--- config.mk ---
export PLATFORM = sky130hd
export DESIGN_NAME = waypoint_heading_distance_unit
export DESIGN_NICKNAME = d
export VERILOG_FILES = /design/src/hdl/wph_pkg.sv /design/src/hdl/wph_cordic.sv /design/src/hdl/wph_serial_mul.sv /design/src/hdl/waypoint_heading_distance_unit.sv
export SDC_FILE = /design/constraint.sdc
export NUM_CORES = 1
export LEC_CHECK = 0
export ABC_AREA = 1
export BUFFER_PORTS_ARGS = -buffer_cell sky130_fd_sc_hd__buf_2
export CELL_PAD_IN_SITES_DETAIL_PLACEMENT = 1
export CELL_PAD_IN_SITES_GLOBAL_PLACEMENT = 2
export CORE_MARGIN = 4
export CORE_UTILIZATION = 37
export CTS_CLUSTER_SIZE = 8
export DETAILED_ROUTE_END_ITERATION = 16
export PLACE_DENSITY_LB_ADDON = 0.1
export SLEW_MARGIN = 20
export SYNTH_ARGS = -nofsm -noshare
export SYNTH_HDL_FRONTEND = slang
export SYNTH_SLANG_ARGS = --single-unit
--- constraint.sdc ---
create_clock -name i_clk -period 6 [get_ports i_clk]
set_clock_uncertainty 0.2 [all_clocks]
set_input_delay 0.6 -clock i_clk [delete_from_list [all_inputs] [get_ports i_clk]]
set_output_delay 0.6 -clock i_clk [all_outputs]
set_load 0.1 [all_outputs]
--- src/hdl/wph_pkg.sv ---
// Shared constants, types and the arctangent table for the waypoint heading and distance unit.
`default_nettype none
package wph_pkg;

    localparam int GUARD_BITS = 8;
    localparam int FRAC_BITS  = 8;
    localparam int ANG_FRAC   = 16;
    localparam int Z_W        = 27;
    localparam int HEAD_W     = 9;
    localparam int DIST_W     = 17;
    localparam int GAIN_BITS  = 16;

    localparam logic [GAIN_BITS-1:0] GAIN_Q16 = 16'd39797;
    localparam logic [DIST_W-1:0]    DIST_MAX = 17'd131071;
    localparam logic [10:0]          HEAD_MAX = 11'd180;
    localparam logic signed [Z_W-1:0] Z_HALF_TURN = 27'sd11796480;

    typedef enum logic [4:0] {
        S_IDLE   = 5'b00001,
        S_PREP   = 5'b00010,
        S_CORDIC = 5'b00100,
        S_MUL    = 5'b01000,
        S_WAIT   = 5'b10000
    } t_state;

    // atan(2^-i) in degrees with 16 fraction bits, rounded to nearest.
    function automatic logic [Z_W-1:0] atan_q16(input logic [4:0] i);
        logic [Z_W-1:0] v;
        case (i)
            5'd0:  v = 27'd2949120;
            5'd1:  v = 27'd1740967;
            5'd2:  v = 27'd919879;
            5'd3:  v = 27'd466945;
            5'd4:  v = 27'd234379;
            5'd5:  v = 27'd117304;
            5'd6:  v = 27'd58666;
            5'd7:  v = 27'd29335;
            5'd8:  v = 27'd14668;
            5'd9:  v = 27'd7334;
            5'd10: v = 27'd3667;
            5'd11: v = 27'd1833;
            5'd12: v = 27'd917;
            5'd13: v = 27'd458;
            5'd14: v = 27'd229;
            5'd15: v = 27'd115;
            5'd16: v = 27'd57;
            5'd17: v = 27'd29;
            5'd18: v = 27'd14;
            5'd19: v = 27'd7;
            5'd20: v = 27'd4;
            5'd21: v = 27'd2;
            5'd22: v = 27'd1;
            default: v = '0;
        endcase
        return v;
    endfunction

endpackage
`default_nettype wire

--- src/hdl/wph_cordic.sv ---
// Iterative CORDIC in vectoring mode, one micro-rotation per cycle.
`default_nettype none
module wph_cordic
    import wph_pkg::*;
#(
    parameter int STEPS = 16,
    parameter int XW    = 35
) (
    input  wire logic                 i_clk,
    input  wire logic                 i_rst_n,
    input  wire logic                 i_start,
    input  wire logic signed [XW-1:0] i_x,
    input  wire logic signed [XW-1:0] i_y,
    input  wire logic signed [Z_W-1:0] i_z,
    output logic                      o_done,
    output logic signed [XW-1:0]      o_x,
    output logic signed [Z_W-1:0]     o_z
);

    localparam int SW = $clog2(STEPS);

    logic signed [XW-1:0]  r_x, r_y;
    logic signed [Z_W-1:0] r_z;
    logic [SW-1:0]         r_cnt;
    logic                  r_busy, r_done;
    logic signed [XW-1:0]  xs, ys;
    logic signed [Z_W-1:0] ang;

    assign xs  = r_x >>> r_cnt;
    assign ys  = r_y >>> r_cnt;
    assign ang = signed'(atan_q16(5'(r_cnt)));

    always_ff @(posedge i_clk) begin
        if (!i_rst_n) begin
            r_busy <= 1'b0;
            r_done <= 1'b0;
            r_cnt  <= '0;
        end else begin
            r_done <= 1'b0;
            if (i_start) begin
                r_busy <= 1'b1;
                r_cnt  <= '0;
            end else if (r_busy) begin
                r_cnt <= r_cnt + 1'b1;
                if (r_cnt == SW'(STEPS - 1)) begin
                    r_busy <= 1'b0;
                    r_done <= 1'b1;
                end
            end
        end
    end

    always_ff @(posedge i_clk) begin
        if (i_start) begin
            r_x <= i_x;
            r_y <= i_y;
            r_z <= i_z;
        end else if (r_busy) begin
            if (!r_y[XW-1]) begin
                r_x <= r_x + ys;
                r_y <= r_y - xs;
                r_z <= r_z + ang;
            end else begin
                r_x <= r_x - ys;
                r_y <= r_y + xs;
                r_z <= r_z - ang;
            end
        end
    end

    assign o_done = r_done;
    assign o_x    = r_x;
    assign o_z    = r_z;

endmodule
`default_nettype wire

--- src/hdl/wph_serial_mul.sv ---
// Shift-and-add multiplier by the CORDIC gain, one multiplier bit per cycle.
`default_nettype none
module wph_serial_mul
    import wph_pkg::*;
#(
    parameter int XW = 35
) (
    input  wire logic                     i_clk,
    input  wire logic                     i_rst_n,
    input  wire logic                     i_start,
    input  wire logic [XW-1:0]            i_x,
    output logic                          o_done,
    output logic [XW+GAIN_BITS-1:0]       o_prod
);

    localparam int PW = XW + GAIN_BITS;

    logic [PW-1:0]        r_m, r_acc;
    logic [GAIN_BITS-1:0] r_g;
    logic [3:0]           r_cnt;
    logic                 r_busy, r_done;

    always_ff @(posedge i_clk) begin
        if (!i_rst_n) begin
            r_busy <= 1'b0;
            r_done <= 1'b0;
            r_cnt  <= '0;
        end else begin
            r_done <= 1'b0;
            if (i_start) begin
                r_busy <= 1'b1;
                r_cnt  <= '0;
            end else if (r_busy) begin
                r_cnt <= r_cnt + 1'b1;
                if (r_cnt == 4'(GAIN_BITS - 1)) begin
                    r_busy <= 1'b0;
                    r_done <= 1'b1;
                end
            end
        end
    end

    // Multiplicand shifts left, gain shifts right; the low gain bit picks the add.
    always_ff @(posedge i_clk) begin
        if (i_start) begin
            r_m   <= PW'(i_x);
            r_g   <= GAIN_Q16;
            r_acc <= '0;
        end else if (r_busy) begin
            r_m <= r_m << 1;
            r_g <= r_g >> 1;
            if (r_g[0]) begin
                r_acc <= r_acc + r_m;
            end
        end
    end

    assign o_done = r_done;
    assign o_prod = r_acc;

endmodule
`default_nettype wire

--- src/hdl/waypoint_heading_distance_unit.sv ---
// Top level of the waypoint heading and distance unit.
//
//  channel | direction | handshake                    | payload
//  --------+-----------+------------------------------+-------------------------------
//  target  | in        | i_in_valid / o_in_ready      | i_target_x, i_target_y
//  result  | out       | o_out_valid / i_out_ready    | o_heading_deg, o_travel_dist
//
// A word that needs the CORDIC passes through the iterative CORDIC rotator and then
// the bit-serial gain multiplier before its result reaches the output register.
// Words on an axis or with zero delta skip both. Reset clears the stored position
// to zero and empties the output register. A stalled output holds its word while
// the next target is taken.
`default_nettype none
module waypoint_heading_distance_unit
    import wph_pkg::*;
#(
    parameter int CORDIC_STEPS = 16,
    parameter int COORD_WIDTH  = 24
) (
    input  wire logic                      i_clk,
    input  wire logic                      i_rst_n,
    input  wire logic                      i_in_valid,
    output logic                           o_in_ready,
    input  wire logic signed [23:0]        i_target_x,
    input  wire logic signed [23:0]        i_target_y,
    output logic                           o_out_valid,
    input  wire logic                      i_out_ready,
    output logic signed [HEAD_W-1:0]       o_heading_deg,
    output logic [DIST_W-1:0]              o_travel_dist
);

    localparam int CW = COORD_WIDTH;
    localparam int DW = CW + 1;       // delta width
    localparam int XW = CW + 11;      // delta, guard bits and CORDIC growth
    localparam int PW = XW + GAIN_BITS;
    localparam int QW = PW - (GAIN_BITS + FRAC_BITS + GUARD_BITS);

    t_state r_state, n_state;

    logic signed [CW-1:0] r_pos_x, r_pos_y;
    logic signed [DW-1:0] r_dx, r_dy;
    logic signed [HEAD_W-1:0] r_head;
    logic [DIST_W-1:0]    r_dist;
    logic signed [HEAD_W-1:0] r_out_head;
    logic [DIST_W-1:0]    r_out_dist;
    logic                 r_out_valid;

    logic                 in_acc, out_free;
    logic signed [CW-1:0] tx, ty;
    logic [DW-1:0]        abs_dx, abs_dy;
    logic [DW-9:0]        ax_int, ay_int;
    logic                 cordic_start, mul_start, cordic_done, mul_done;
    logic signed [XW-1:0] c_x0, c_y0, c_x;
    logic signed [Z_W-1:0] c_z0, c_z;
    logic [XW-1:0]        x_pos;
    logic [PW-1:0]        prod;
    logic [QW-1:0]        q;
    logic [Z_W-1:0]       z_mag;
    logic [10:0]          h_mag;
    logic [HEAD_W-1:0]    h_clamp;

    // Only the low COORD_WIDTH bits of each coordinate count.
    assign tx = signed'(CW'($unsigned(i_target_x)));
    assign ty = signed'(CW'($unsigned(i_target_y)));

    assign in_acc     = i_in_valid && o_in_ready;
    assign o_in_ready = (r_state == S_IDLE);
    assign out_free   = !r_out_valid || i_out_ready;

    assign abs_dx = r_dx[DW-1] ? DW'(-r_dx) : DW'(r_dx);
    assign abs_dy = r_dy[DW-1] ? DW'(-r_dy) : DW'(r_dy);
    assign ax_int = abs_dx[DW-1:FRAC_BITS];
    assign ay_int = abs_dy[DW-1:FRAC_BITS];

    // Left half plane: turn the vector by half a turn before the rotations.
    always_comb begin
        if (r_dx[DW-1]) begin
            c_x0 = -(XW'(r_dx) <<< GUARD_BITS);
            c_y0 = -(XW'(r_dy) <<< GUARD_BITS);
            c_z0 = r_dy[DW-1] ? -Z_HALF_TURN : Z_HALF_TURN;
        end else begin
            c_x0 = XW'(r_dx) <<< GUARD_BITS;
            c_y0 = XW'(r_dy) <<< GUARD_BITS;
            c_z0 = '0;
        end
    end

    assign cordic_start = (r_state == S_PREP) && (r_dx != '0) && (r_dy != '0);
    assign mul_start    = (r_state == S_CORDIC) && cordic_done;
    assign x_pos        = c_x[XW-1] ? '0 : XW'(c_x);

    wph_cordic #(
        .STEPS (CORDIC_STEPS),
        .XW    (XW)
    ) u_cordic (
        .i_clk   (i_clk),
        .i_rst_n (i_rst_n),
        .i_start (cordic_start),
        .i_x     (c_x0),
        .i_y     (c_y0),
        .i_z     (c_z0),
        .o_done  (cordic_done),
        .o_x     (c_x),
        .o_z     (c_z)
    );

    wph_serial_mul #(
        .XW (XW)
    ) u_mul (
        .i_clk   (i_clk),
        .i_rst_n (i_rst_n),
        .i_start (mul_start),
        .i_x     (x_pos),
        .o_done  (mul_done),
        .o_prod  (prod)
    );

    // Heading truncates toward zero, then clamps to half a turn either way.
    assign q     = prod[PW-1:PW-QW];
    assign z_mag = c_z[Z_W-1] ? Z_W'(-c_z) : Z_W'(c_z);
    assign h_mag = z_mag[ANG_FRAC+10:ANG_FRAC];
    assign h_clamp = (h_mag > HEAD_MAX) ? HEAD_W'(HEAD_MAX) : HEAD_W'(h_mag);

    always_comb begin
        n_state = r_state;
        case (r_state)
            S_IDLE:   if (in_acc) n_state = S_PREP;
            S_PREP:   n_state = cordic_start ? S_CORDIC : S_WAIT;
            S_CORDIC: if (cordic_done) n_state = S_MUL;
            S_MUL:    if (mul_done) n_state = S_WAIT;
            S_WAIT:   if (out_free) n_state = S_IDLE;
            default:  n_state = S_IDLE;
        endcase
    end

    always_ff @(posedge i_clk) begin
        if (!i_rst_n) begin
            r_state     <= S_IDLE;
            r_pos_x     <= '0;
            r_pos_y     <= '0;
            r_out_valid <= 1'b0;
        end else begin
            r_state <= n_state;
            if (in_acc) begin
                r_pos_x <= tx;
                r_pos_y <= ty;
            end
            if (r_state == S_WAIT && out_free) begin
                r_out_valid <= 1'b1;
            end else if (i_out_ready) begin
                r_out_valid <= 1'b0;
            end
        end
    end

    always_ff @(posedge i_clk) begin
        if (in_acc) begin
            r_dx <= DW'(tx) - DW'(r_pos_x);
            r_dy <= DW'(ty) - DW'(r_pos_y);
        end
        if (r_state == S_PREP) begin
            if (r_dy == '0) begin
                r_head <= (r_dx[DW-1]) ? HEAD_W'(HEAD_MAX) : '0;
                r_dist <= (ax_int > DW'(DIST_MAX)) ? DIST_MAX : DIST_W'(ax_int);
            end else if (r_dx == '0) begin
                r_head <= r_dy[DW-1] ? -HEAD_W'(9'sd90) : HEAD_W'(9'sd90);
                r_dist <= (ay_int > DW'(DIST_MAX)) ? DIST_MAX : DIST_W'(ay_int);
            end
        end
        if (r_state == S_MUL && mul_done) begin
            r_head <= c_z[Z_W-1] ? -signed'(h_clamp) : signed'(h_clamp);
            r_dist <= (q > QW'(DIST_MAX)) && (QW >= DIST_W) ? DIST_MAX : DIST_W'(q);
        end
        if (r_state == S_WAIT && out_free) begin
            r_out_head <= r_head;
            r_out_dist <= r_dist;
        end
    end

    assign o_out_valid   = r_out_valid;
    assign o_heading_deg = r_out_head;
    assign o_travel_dist = r_out_dist;

    a_accept_to_prep: assert property (@(posedge i_clk) disable iff (!i_rst_n)
        in_acc |=> (r_state == S_PREP))
        else $error("accepted word did not move on to preparation");

    a_pos_update: assert property (@(posedge i_clk) disable iff (!i_rst_n)
        in_acc |=> (r_pos_x == $past(tx)) && (r_pos_y == $past(ty)))
        else $error("stored position not updated from the target");

    a_head_range: assert property (@(posedge i_clk) disable iff (!i_rst_n)
        o_out_valid |-> (o_heading_deg <= 9'sd180) && (o_heading_deg >= -9'sd180))
        else $error("heading outside half a turn");

    a_mul_after_cordic: assert property (@(posedge i_clk) disable iff (!i_rst_n)
        mul_done |-> (r_state == S_MUL))
        else $error("multiplier finished outside its state");

endmodule
`default_nettype wire
==> metrics.md, run 1 <==
| Metric | Value |
|---|---|
| CP Launch Type | `flop` |
| Slowest stage delay, CP | `0.47 ns` |
| DRT Wirelength | `125000 µm` |
| Power Internal | `6360 µW` |
| Via-per-instance ratio | `5.30` |
| Share of cells above drive strength 1 | `7.12%` |
| Overflow after GRT | `0` |
| Detailed Place HPWL | `between 90000 and 100000 µm` |
| Predominant post-synthesis flop cell | `edfxtp_1` |
| Final Core Density | `41.1%` |
| Cell count of the worst reg-to-reg path | `28` |
| Worst Path Required | `6.22 ns` |
| Seq pwr share | `34.1%` |
| Multi-input logic area | `20200 µm²` |
| Fill cells | `11600` |
| Root buf cell | `clkbuf_16` |
| Power Dens Cells | `276 nW/µm²` |
| # DRC | `0` |
| Clk sinks | `405` |
| Unique masters post-synth | `66` |
| NumNets Final | `5161` |
| Mapped Avg Cell Area | `6.92 µm²` |
| Setup Fix Bufs, Post-CTS | `0` |
| Max Cap Violations | `0` |
| FF-to-FF Start | `u_cordic.r_cnt[0]` |
| Syn nets | `5125` |
| Worst skew pair latency | `0.68 ns` |
| Unrepaired setup endpoints after global routing | `false` |
| H-tree depth | `2` |
| Tot Pwr | `10200 µW` |
| Crit-path slowest cell | `a21oi_1` |
| Commonest non-fill, non-tap cells in the layout | `nand2_1, inv_1, nand3_1` |
| Least-Margin Pin Slew | `1.10 ns` |
| Flop-to-flop setup slack | `0.39 ns` |
| Antenna viol nets, final | `0` |
| Synth Instances | `4860` |
| IO Pins | `80` |
| Die width | `~310 µm` |
| Maximum clock frequency | `between 150 and 200 MHz` |
| Die ar. | `95800 µm²` |
| Longest Clk Path Bufs | `3` |
| Yosys reg bits | `slightly above 400` |
| CTS tree | `done` |
| Combinational share of power | `33.5%` |
| Worst r2r dst | `u_cordic.r_y[23]` |
| Status | `complete, no violations` |
| Maximum VDD drop | `roughly 0.23 mV` |
| Worst Hold End | `r_pos_x[8]` |
| Net Sw Power | `around 3900 µW` |
| Leakage power | `about 0.017 µW` |
| Num rows | `between 100 and 150` |
| Area growth, synth to finish | `10.2%` |
| Clock power share | `32.4%` |
| Switch share | `37.8%` |
| Final period util | `93.5%` |
| Vias in the first global route | `32900` |
| Commonest non-fill, non-tap cell in the layout | `nand2_1` |
| Initial antenna violation count | `11` |
| Clock transition at path regs | `0.06 ns` |
| Gr usage total | `25.7%` |
| Die H | `309 µm` |
| Post-synth EDFFs | `about 230` |
| Final Slew Violations | `0` |
| Rel. slew slack | `a little over a quarter` |
| Via Count | `roughly 32000` |
| Worst Hold Class | `in -> reg` |
| Final setup viols | `0` |
| Setup Crit Path Kind | `reg -> reg` |
| Final hold viol count | `0` |
| Core Footprint | `90100 µm²` |
| Setup TNS | `0 ns` |
| Syn. warnings | `0` |
| Fraction of registers with async set/reset | `0%` |
| Critical Path Fanout Max | `26` |
| CP Capture Type | `flop` |
| Final min period | `5.61 ns` |
| Initial Util | `37.3%` |
| Worst EP arrival | `a little under 6 ns` |
| Worst Setup SP | `u_cordic.r_cnt[0]` |
| HP Start | `i_target_x[8]` |
| Drt initial violations | `2100` |
| First-pass GRT wire length | `191000 µm` |
| Number of iterations in the first detailed-routing pass | `5` |
| Largest net degree at the start of global routing | `80` |
| Num CTS Buffers | `59` |
| Synth Cell Area | `33600 µm²` |
| GPL Wtd Cong | `0.942` |
| Cell family with most CP delay | `compound AO/OA/AOI/OAI gates` |
| Register area | `10500 µm²` |
| I/O Buffers | `between 70 and 80` |
| Cells on Worst Hold Path | `3` |
| Wire per inst | `about 20 µm` |
| Cell mode on critical path | `nand2_1` |
| WP buf/inv | `4` |
| Register area share after synthesis | `a little under a third` |
==> through the flow <==
| step | worst slack [ns] | area, µm² | hold slack, ns | instances |
|---|---|---|---|---|
| 5_1_grt | 0.0145 | 37000 | 0.0245 | 6117 |
| 4_1_cts | 0.503 | 37000 | 0.00146 | 6117 |
| 2_1_floorplan | 1.07 | 33600 | 0.200 | 4860 |
| 6_report | 0.388 | 37000 | 0.0397 | 6118 |
| 3_3_place_gp | 0.580 | 35200 | 0.201 | 6002 |
| 3_5_place_dp | 0.521 | 35200 | 0.205 | 6002 |
==> synthesized netlist by cell type (all sizes together), types with 50 or more instances <==
library cell  number  area [µm²]
nand3            427        2170
dfxtp            171        3420
a21oi            339        1700
edfxtp           234        7030
o21ai            376        2010
nor2             429        1740
inv              600        2250
xor2             167        1470
buf               65         400
nor3              51         270
ha               207        2590
xnor2             79         692
clkbuf            95         357
a31oi             50         313
nand4             57         384
nand2           1229        4690
==> routing by layer <==
metal	up-vias	part of all wire, %	GRT usage, %	wire length, µm
li1	16300	-	-	-
met4	8	4.0	9.39	5030
met2	544	45	41.8	56300
met3	170	4.7	4.42	5880
met5	-	0.039	0	48
met1	15500	46	34.2	57300
==> final cells by class <==
class / instances / area share (%)
Clock inverter: 4 / 0.193
Tap cell: 1176 / 3.97
Antenna cell: 1 / 0.00675
Timing Repair Buffer: 135 / 2.37
Clock buffer: 102 / 4.64
Multi-Input combinational cell: 3691 / 54.5
Sequential cell: 405 / 28.2
Inverter: 604 / 6.13
==> power by group through the flow <==
stage / registers [µW] / clock network, µW / logic (µW)
after CTS: 3480 / 3400 / 3430
final: 3480 / 3310 / 3420
after global placement: 3540 / 0 / 3360
after floorplan: 3450 / 0 / 2440
after detailed placement: 3540 / 0 / 3390
after global routing: 3500 / 3510 / 3860
==> sequential cells by signal, indices dropped and copies added (netlist names), 5 cells and up <==
name / count
o_heading_deg: 9
o_travel_dist: 17
r_dist: 17
r_dx: 25
r_dy: 25
r_head: 9
r_pos_x: 24
r_pos_y: 24
r_state: 5
u_cordic.ang: 22
u_cordic.o_x: 35
u_cordic.o_z: 27
u_cordic.r_y: 35
u_mul.o_prod: 51
u_mul.r_g: 16
u_mul.r_m: 51
==> how the worst max path moves through the flow <==
| stage | depth (start not counted) | slack [ns] | to |
|---|---|---|---|
| CTS | 28 | 0.50 | u_cordic.r_y[23] |
| global placement | 27 | 0.58 | u_cordic.o_x[31] |
| floorplan | 6 | 1.07 | r_dx[0] |
| detailed placement | 28 | 0.52 | u_cordic.r_y[23] |
| finish | 28 | 0.39 | u_cordic.r_y[23] |
| global route | 28 | 0.01 | u_cordic.r_y[23] |
==> worst min-delay path, cell delays in order <==
cell and delay (ns):
buf_2 0.09, o21ai_0 0.08, a21oi_1 0.10
==> logic make-up after synthesis <==
kind of cell,after synthesis,synth area share (%)
AOI/OAI and AO/OA,941,16.0
xor gates and xnor gates,246,6.43
adders and majority gates,213,8.06
buffers and inverters,764,8.99
DFF,405,31.1
muxes,1,0.0409
and+or+nand+nor,2290,29.4
==> repair_timing <==
item / in CTS / in global routing
hold buffers: 9 / 0
endpoints found under the hold margin: 9 / 0
resized for setup: 0 / 1
endpoints found under the setup margin: 0 / 1
No activity file was read; power rests on OpenSTA's default activity.
==> run 2: changes to the inputs <==
Settings changed: CORE_UTILIZATION 37 to 36, SYNTH_HIERARCHICAL set to 1.
==> metrics.md, run 2 <==
| Metric | Value |
|---|---|
| Status | `complete, no violations` |
| Maximum clock frequency | `182 MHz` |
| Post-synth EDFFs | `234` |
| Core Footprint | `around 98000 µm²` |
| Cell count of the worst reg-to-reg path | `26` |
| First-pass GRT wire length | `210000 µm` |
| Initial Util | `36.3%` |
| Share of cells above drive strength 1 | `7.92%` |
| Highest metal layer with signal wires | `met4` |
| Final period util | `91.7%` |
| Net Sw Power | `about 3800 µW` |
| Antenna viol nets, final | `0` |
| Yosys reg bits | `405` |
| Largest net degree at the start of global routing | `95` |
| Rel. slew slack | `32.3%` |
| Setup TNS | `0 ns` |
| Worst EP arrival | `about 5.7 ns` |
| Worst Path Required | `6.21 ns` |
| Clock power share | `33.0%` |
| Die width | `323 µm` |
| Drt initial violations | `around 2100` |
| Combinational share of power | `32.8%` |
| Maximum VDD drop | `0.215 mV` |
| N_diodes | `0` |
| Commonest non-fill, non-tap cells in the layout | `nand2_1, inv_1, nor2_1` |
| HP Start | `i_target_y[5]` |
| Met3 routed WL | `3560 µm` |
| DRT Wirelength | `about 140000 µm` |
| Gr usage total | `between 20 and 30%` |
| Unrepaired setup endpoints after global routing | `false` |
| Via-per-instance ratio | `approximately 5.2` |
| Root buf cell | `clkbuf_16` |
| Metal-1 WL | `64600 µm` |
| CP Capture Type | `flop` |
| I/O Buffers | `79` |
| Least-Margin Pin Slew | `1.02 ns` |
| Clock transition at path regs | `0.06 ns` |
| Synth area leader | `edfxtp_1` |
| Placement Cell Area | `around 37000 µm²` |
| Detailed Place HPWL | `109000 µm` |
| Unique masters post-synth | `73` |
| Power Internal | `6240 µW` |
| Flop-to-flop setup slack | `0.50 ns` |
| H-tree depth | `2` |
| Cells on Worst Hold Path | `3` |
| Num rows | `115` |
| Met2 WL | `64600 µm` |
| Mapped Avg Cell Area | `6.53 µm²` |
| Num CTS Buffers | `about 60` |
| Number of iterations in the first detailed-routing pass | `5` |
| Die ar. | `104000 µm²` |
| Synth Cell Area | `approximately 36000 µm²` |
| Clk sinks | `405` |
| Yosys top cell area share | `between 10% and 20%` |
| FF-to-FF Start | `u_cordic/r_cnt[0]` |
| Setup Crit Path Kind | `reg -> reg` |
| Final min period | `5.50 ns` |
| CP Launch Type | `flop` |
| GPL Wtd Cong | `0.923` |
| Synth Instances | `5461` |
| Synth top area cells | `edfxtp_1, nand2_1, dfxtp_1, nand3_1, inv_1` |
| Initial antenna violation count | `0` |
| Critical Path Fanout Max | `60` |
| Area growth, synth to finish | `10.1%` |
| # DRC | `0` |
| Post-route cell area | `39300 µm²` |
| Final setup viols | `0` |
| Wire per inst | `19.8 µm` |
| Fraction of registers with async set/reset | `0%` |
| Cell with the most instances after synthesis | `nand2_1` |
| Syn. warnings | `6` |
| Via Count | `35600` |
| IO Pins | `80` |
| Switch share | `37.6%` |
| Leakage power | `0.0184 µW` |
| Worst Hold Class | `in -> reg` |
| Worst skew pair latency | `0.67 ns` |
| Final Slew Violations | `0` |
| Seq pwr share | `approximately 34%` |
| Commonest cells post-synth | `nand2_1, inv_1, nor2_1` |
| NumNets Final | `approximately 5800` |
| Vias in the first global route | `36000` |
| Overflow after GRT | `0` |
| Max Cap Violations | `0` |
| Final hold viol count | `0` |
| Commonest non-fill, non-tap cell in the layout | `nand2_1` |
| Worst r2r dst | `u_cordic/r_y[34]` |
| Longest Clk Path Bufs | `3` |
| Worst Hold End | `r_pos_y[5]` |
| Predominant post-synthesis flop cell | `edfxtp_1` |
| CTS tree | `done` |
| Register area share after synthesis | `~30%` |
| Die H | `323 µm` |
| Power Dens Cells | `255 nW/µm²` |
| Fill cells | `12900` |
[run 2: cell types whose count changed in the layout (fill, tap and decap cells not counted), moves of 32 or more]
cell,change
inv_1,+123
nand3_1,+127
nor2_1,+184
nand2_1,+314
conb_1,+37
a21oi_1,-35
o21ai_0,-47
xor2_1,-32
[run 2: power by group through the flow]
stage / registers (µW) / logic, µW / clock network (µW)
3_3_place_gp: 3470 / 3200 / 0
4_1_cts: 3420 / 3270 / 3400
2_1_floorplan: 3380 / 2370 / 0
5_1_grt: 3430 / 3710 / 3520
6_report: 3420 / 3280 / 3300
3_5_place_dp: 3470 / 3250 / 0
[run 2: worst max-delay path by stage]
| stage | from | to | slack (ns) | cells after the start |
|---|---|---|---|---|
| 4_1_cts | u_cordic/r_cnt[1] | u_cordic/r_y[34] | 0.15 | 24 |
| 3_3_place_gp | u_cordic/r_cnt[1] | u_cordic/r_y[34] | 0.14 | 24 |
| 2_1_floorplan | r_state[2] | r_dx[0] | 1.09 | 6 |
| 3_5_place_dp | u_cordic/r_cnt[1] | u_cordic/r_y[34] | 0.19 | 24 |
| 5_1_grt | u_cordic/r_cnt[2] | u_cordic/o_x[34] | 0.14 | 26 |
| 6_report | u_cordic/r_cnt[0] | u_cordic/r_y[34] | 0.50 | 26 |
[run 2: critical path: stages (launching register included)]
cell,delay [ns]
dfxtp_2,0.33
buf_4,0.30
buf_4,0.28
nand2_1,0.10
nand3_1,0.12
nand3_1,0.15
nand2_1,0.10
o21ai_1,0.32
nand2_1,0.15
nor2_1,0.21
nand2_1,0.15
nor3_2,0.23
nand2_1,0.17
nor2_1,0.12
nand2_1,0.06
nand2_1,0.09
inv_1,0.05
ha_1,0.36
nand2_1,0.14
nor2_1,0.15
inv_1,0.10
nor4_2,0.53
o21ai_0,0.35
nand3_1,0.25
nand2_1,0.08
nand3_1,0.09
nand2_1,0.06
[run 2: metal layers]
| layer | up-vias | GRT usage, % |
|---|---|---|
| met5 | - | 0 |
| met4 | 0 | 5.81 |
| met3 | 137 | 2.16 |
| met2 | 447 | 44.5 |
| met1 | 17200 | 35.3 |
| li1 | 17900 | - |
[run 2: repair_timing]
item	4_1_cts	5_1_grt
endpoints found under the setup margin	0	3
buffers inserted	0	0
hold buffers	3	0
resized for setup	0	4
hold endpoints to repair	3	0
[run 2: stage by stage]
step,std cells,power (µW),setup WS [ns],utilization (%),hold slack (ns)
after global placement,6745,6670,0.143,38.1,0.202
after CTS,6857,10100,0.148,39.9,0.00407
after global routing,6857,10700,0.139,39.9,0.0564
final,6857,9990,0.496,39.9,0.0495
after detailed placement,6745,6730,0.189,38.1,0.210
after floorplan,5497,5750,1.09,-,0.200
[run 2: cell type report]
class                      count  area [µm²]  share of cell area (%)
clock inverter                 6        71.3                   0.182
timing repair buffer         129         807                    2.06
inverter                     731        2750                    7.01
multi-input combinational   4196       21800                    55.7
clock buffer                 103        1710                    4.36
sequential                   405       10500                    26.6
tap                         1287        1610                    4.10
[run 2: cell families after synthesis]
kind of cell    count (synthesis)  synth area share [%]
simple gates                 2959                  35.8
buf+inv                       896                  9.88
compound gates                789                  12.4
flops                         405                  29.3
fa+ha+maj                     213                  7.60
xor+xnor                      198                  4.91
other cells                     1                0.0105
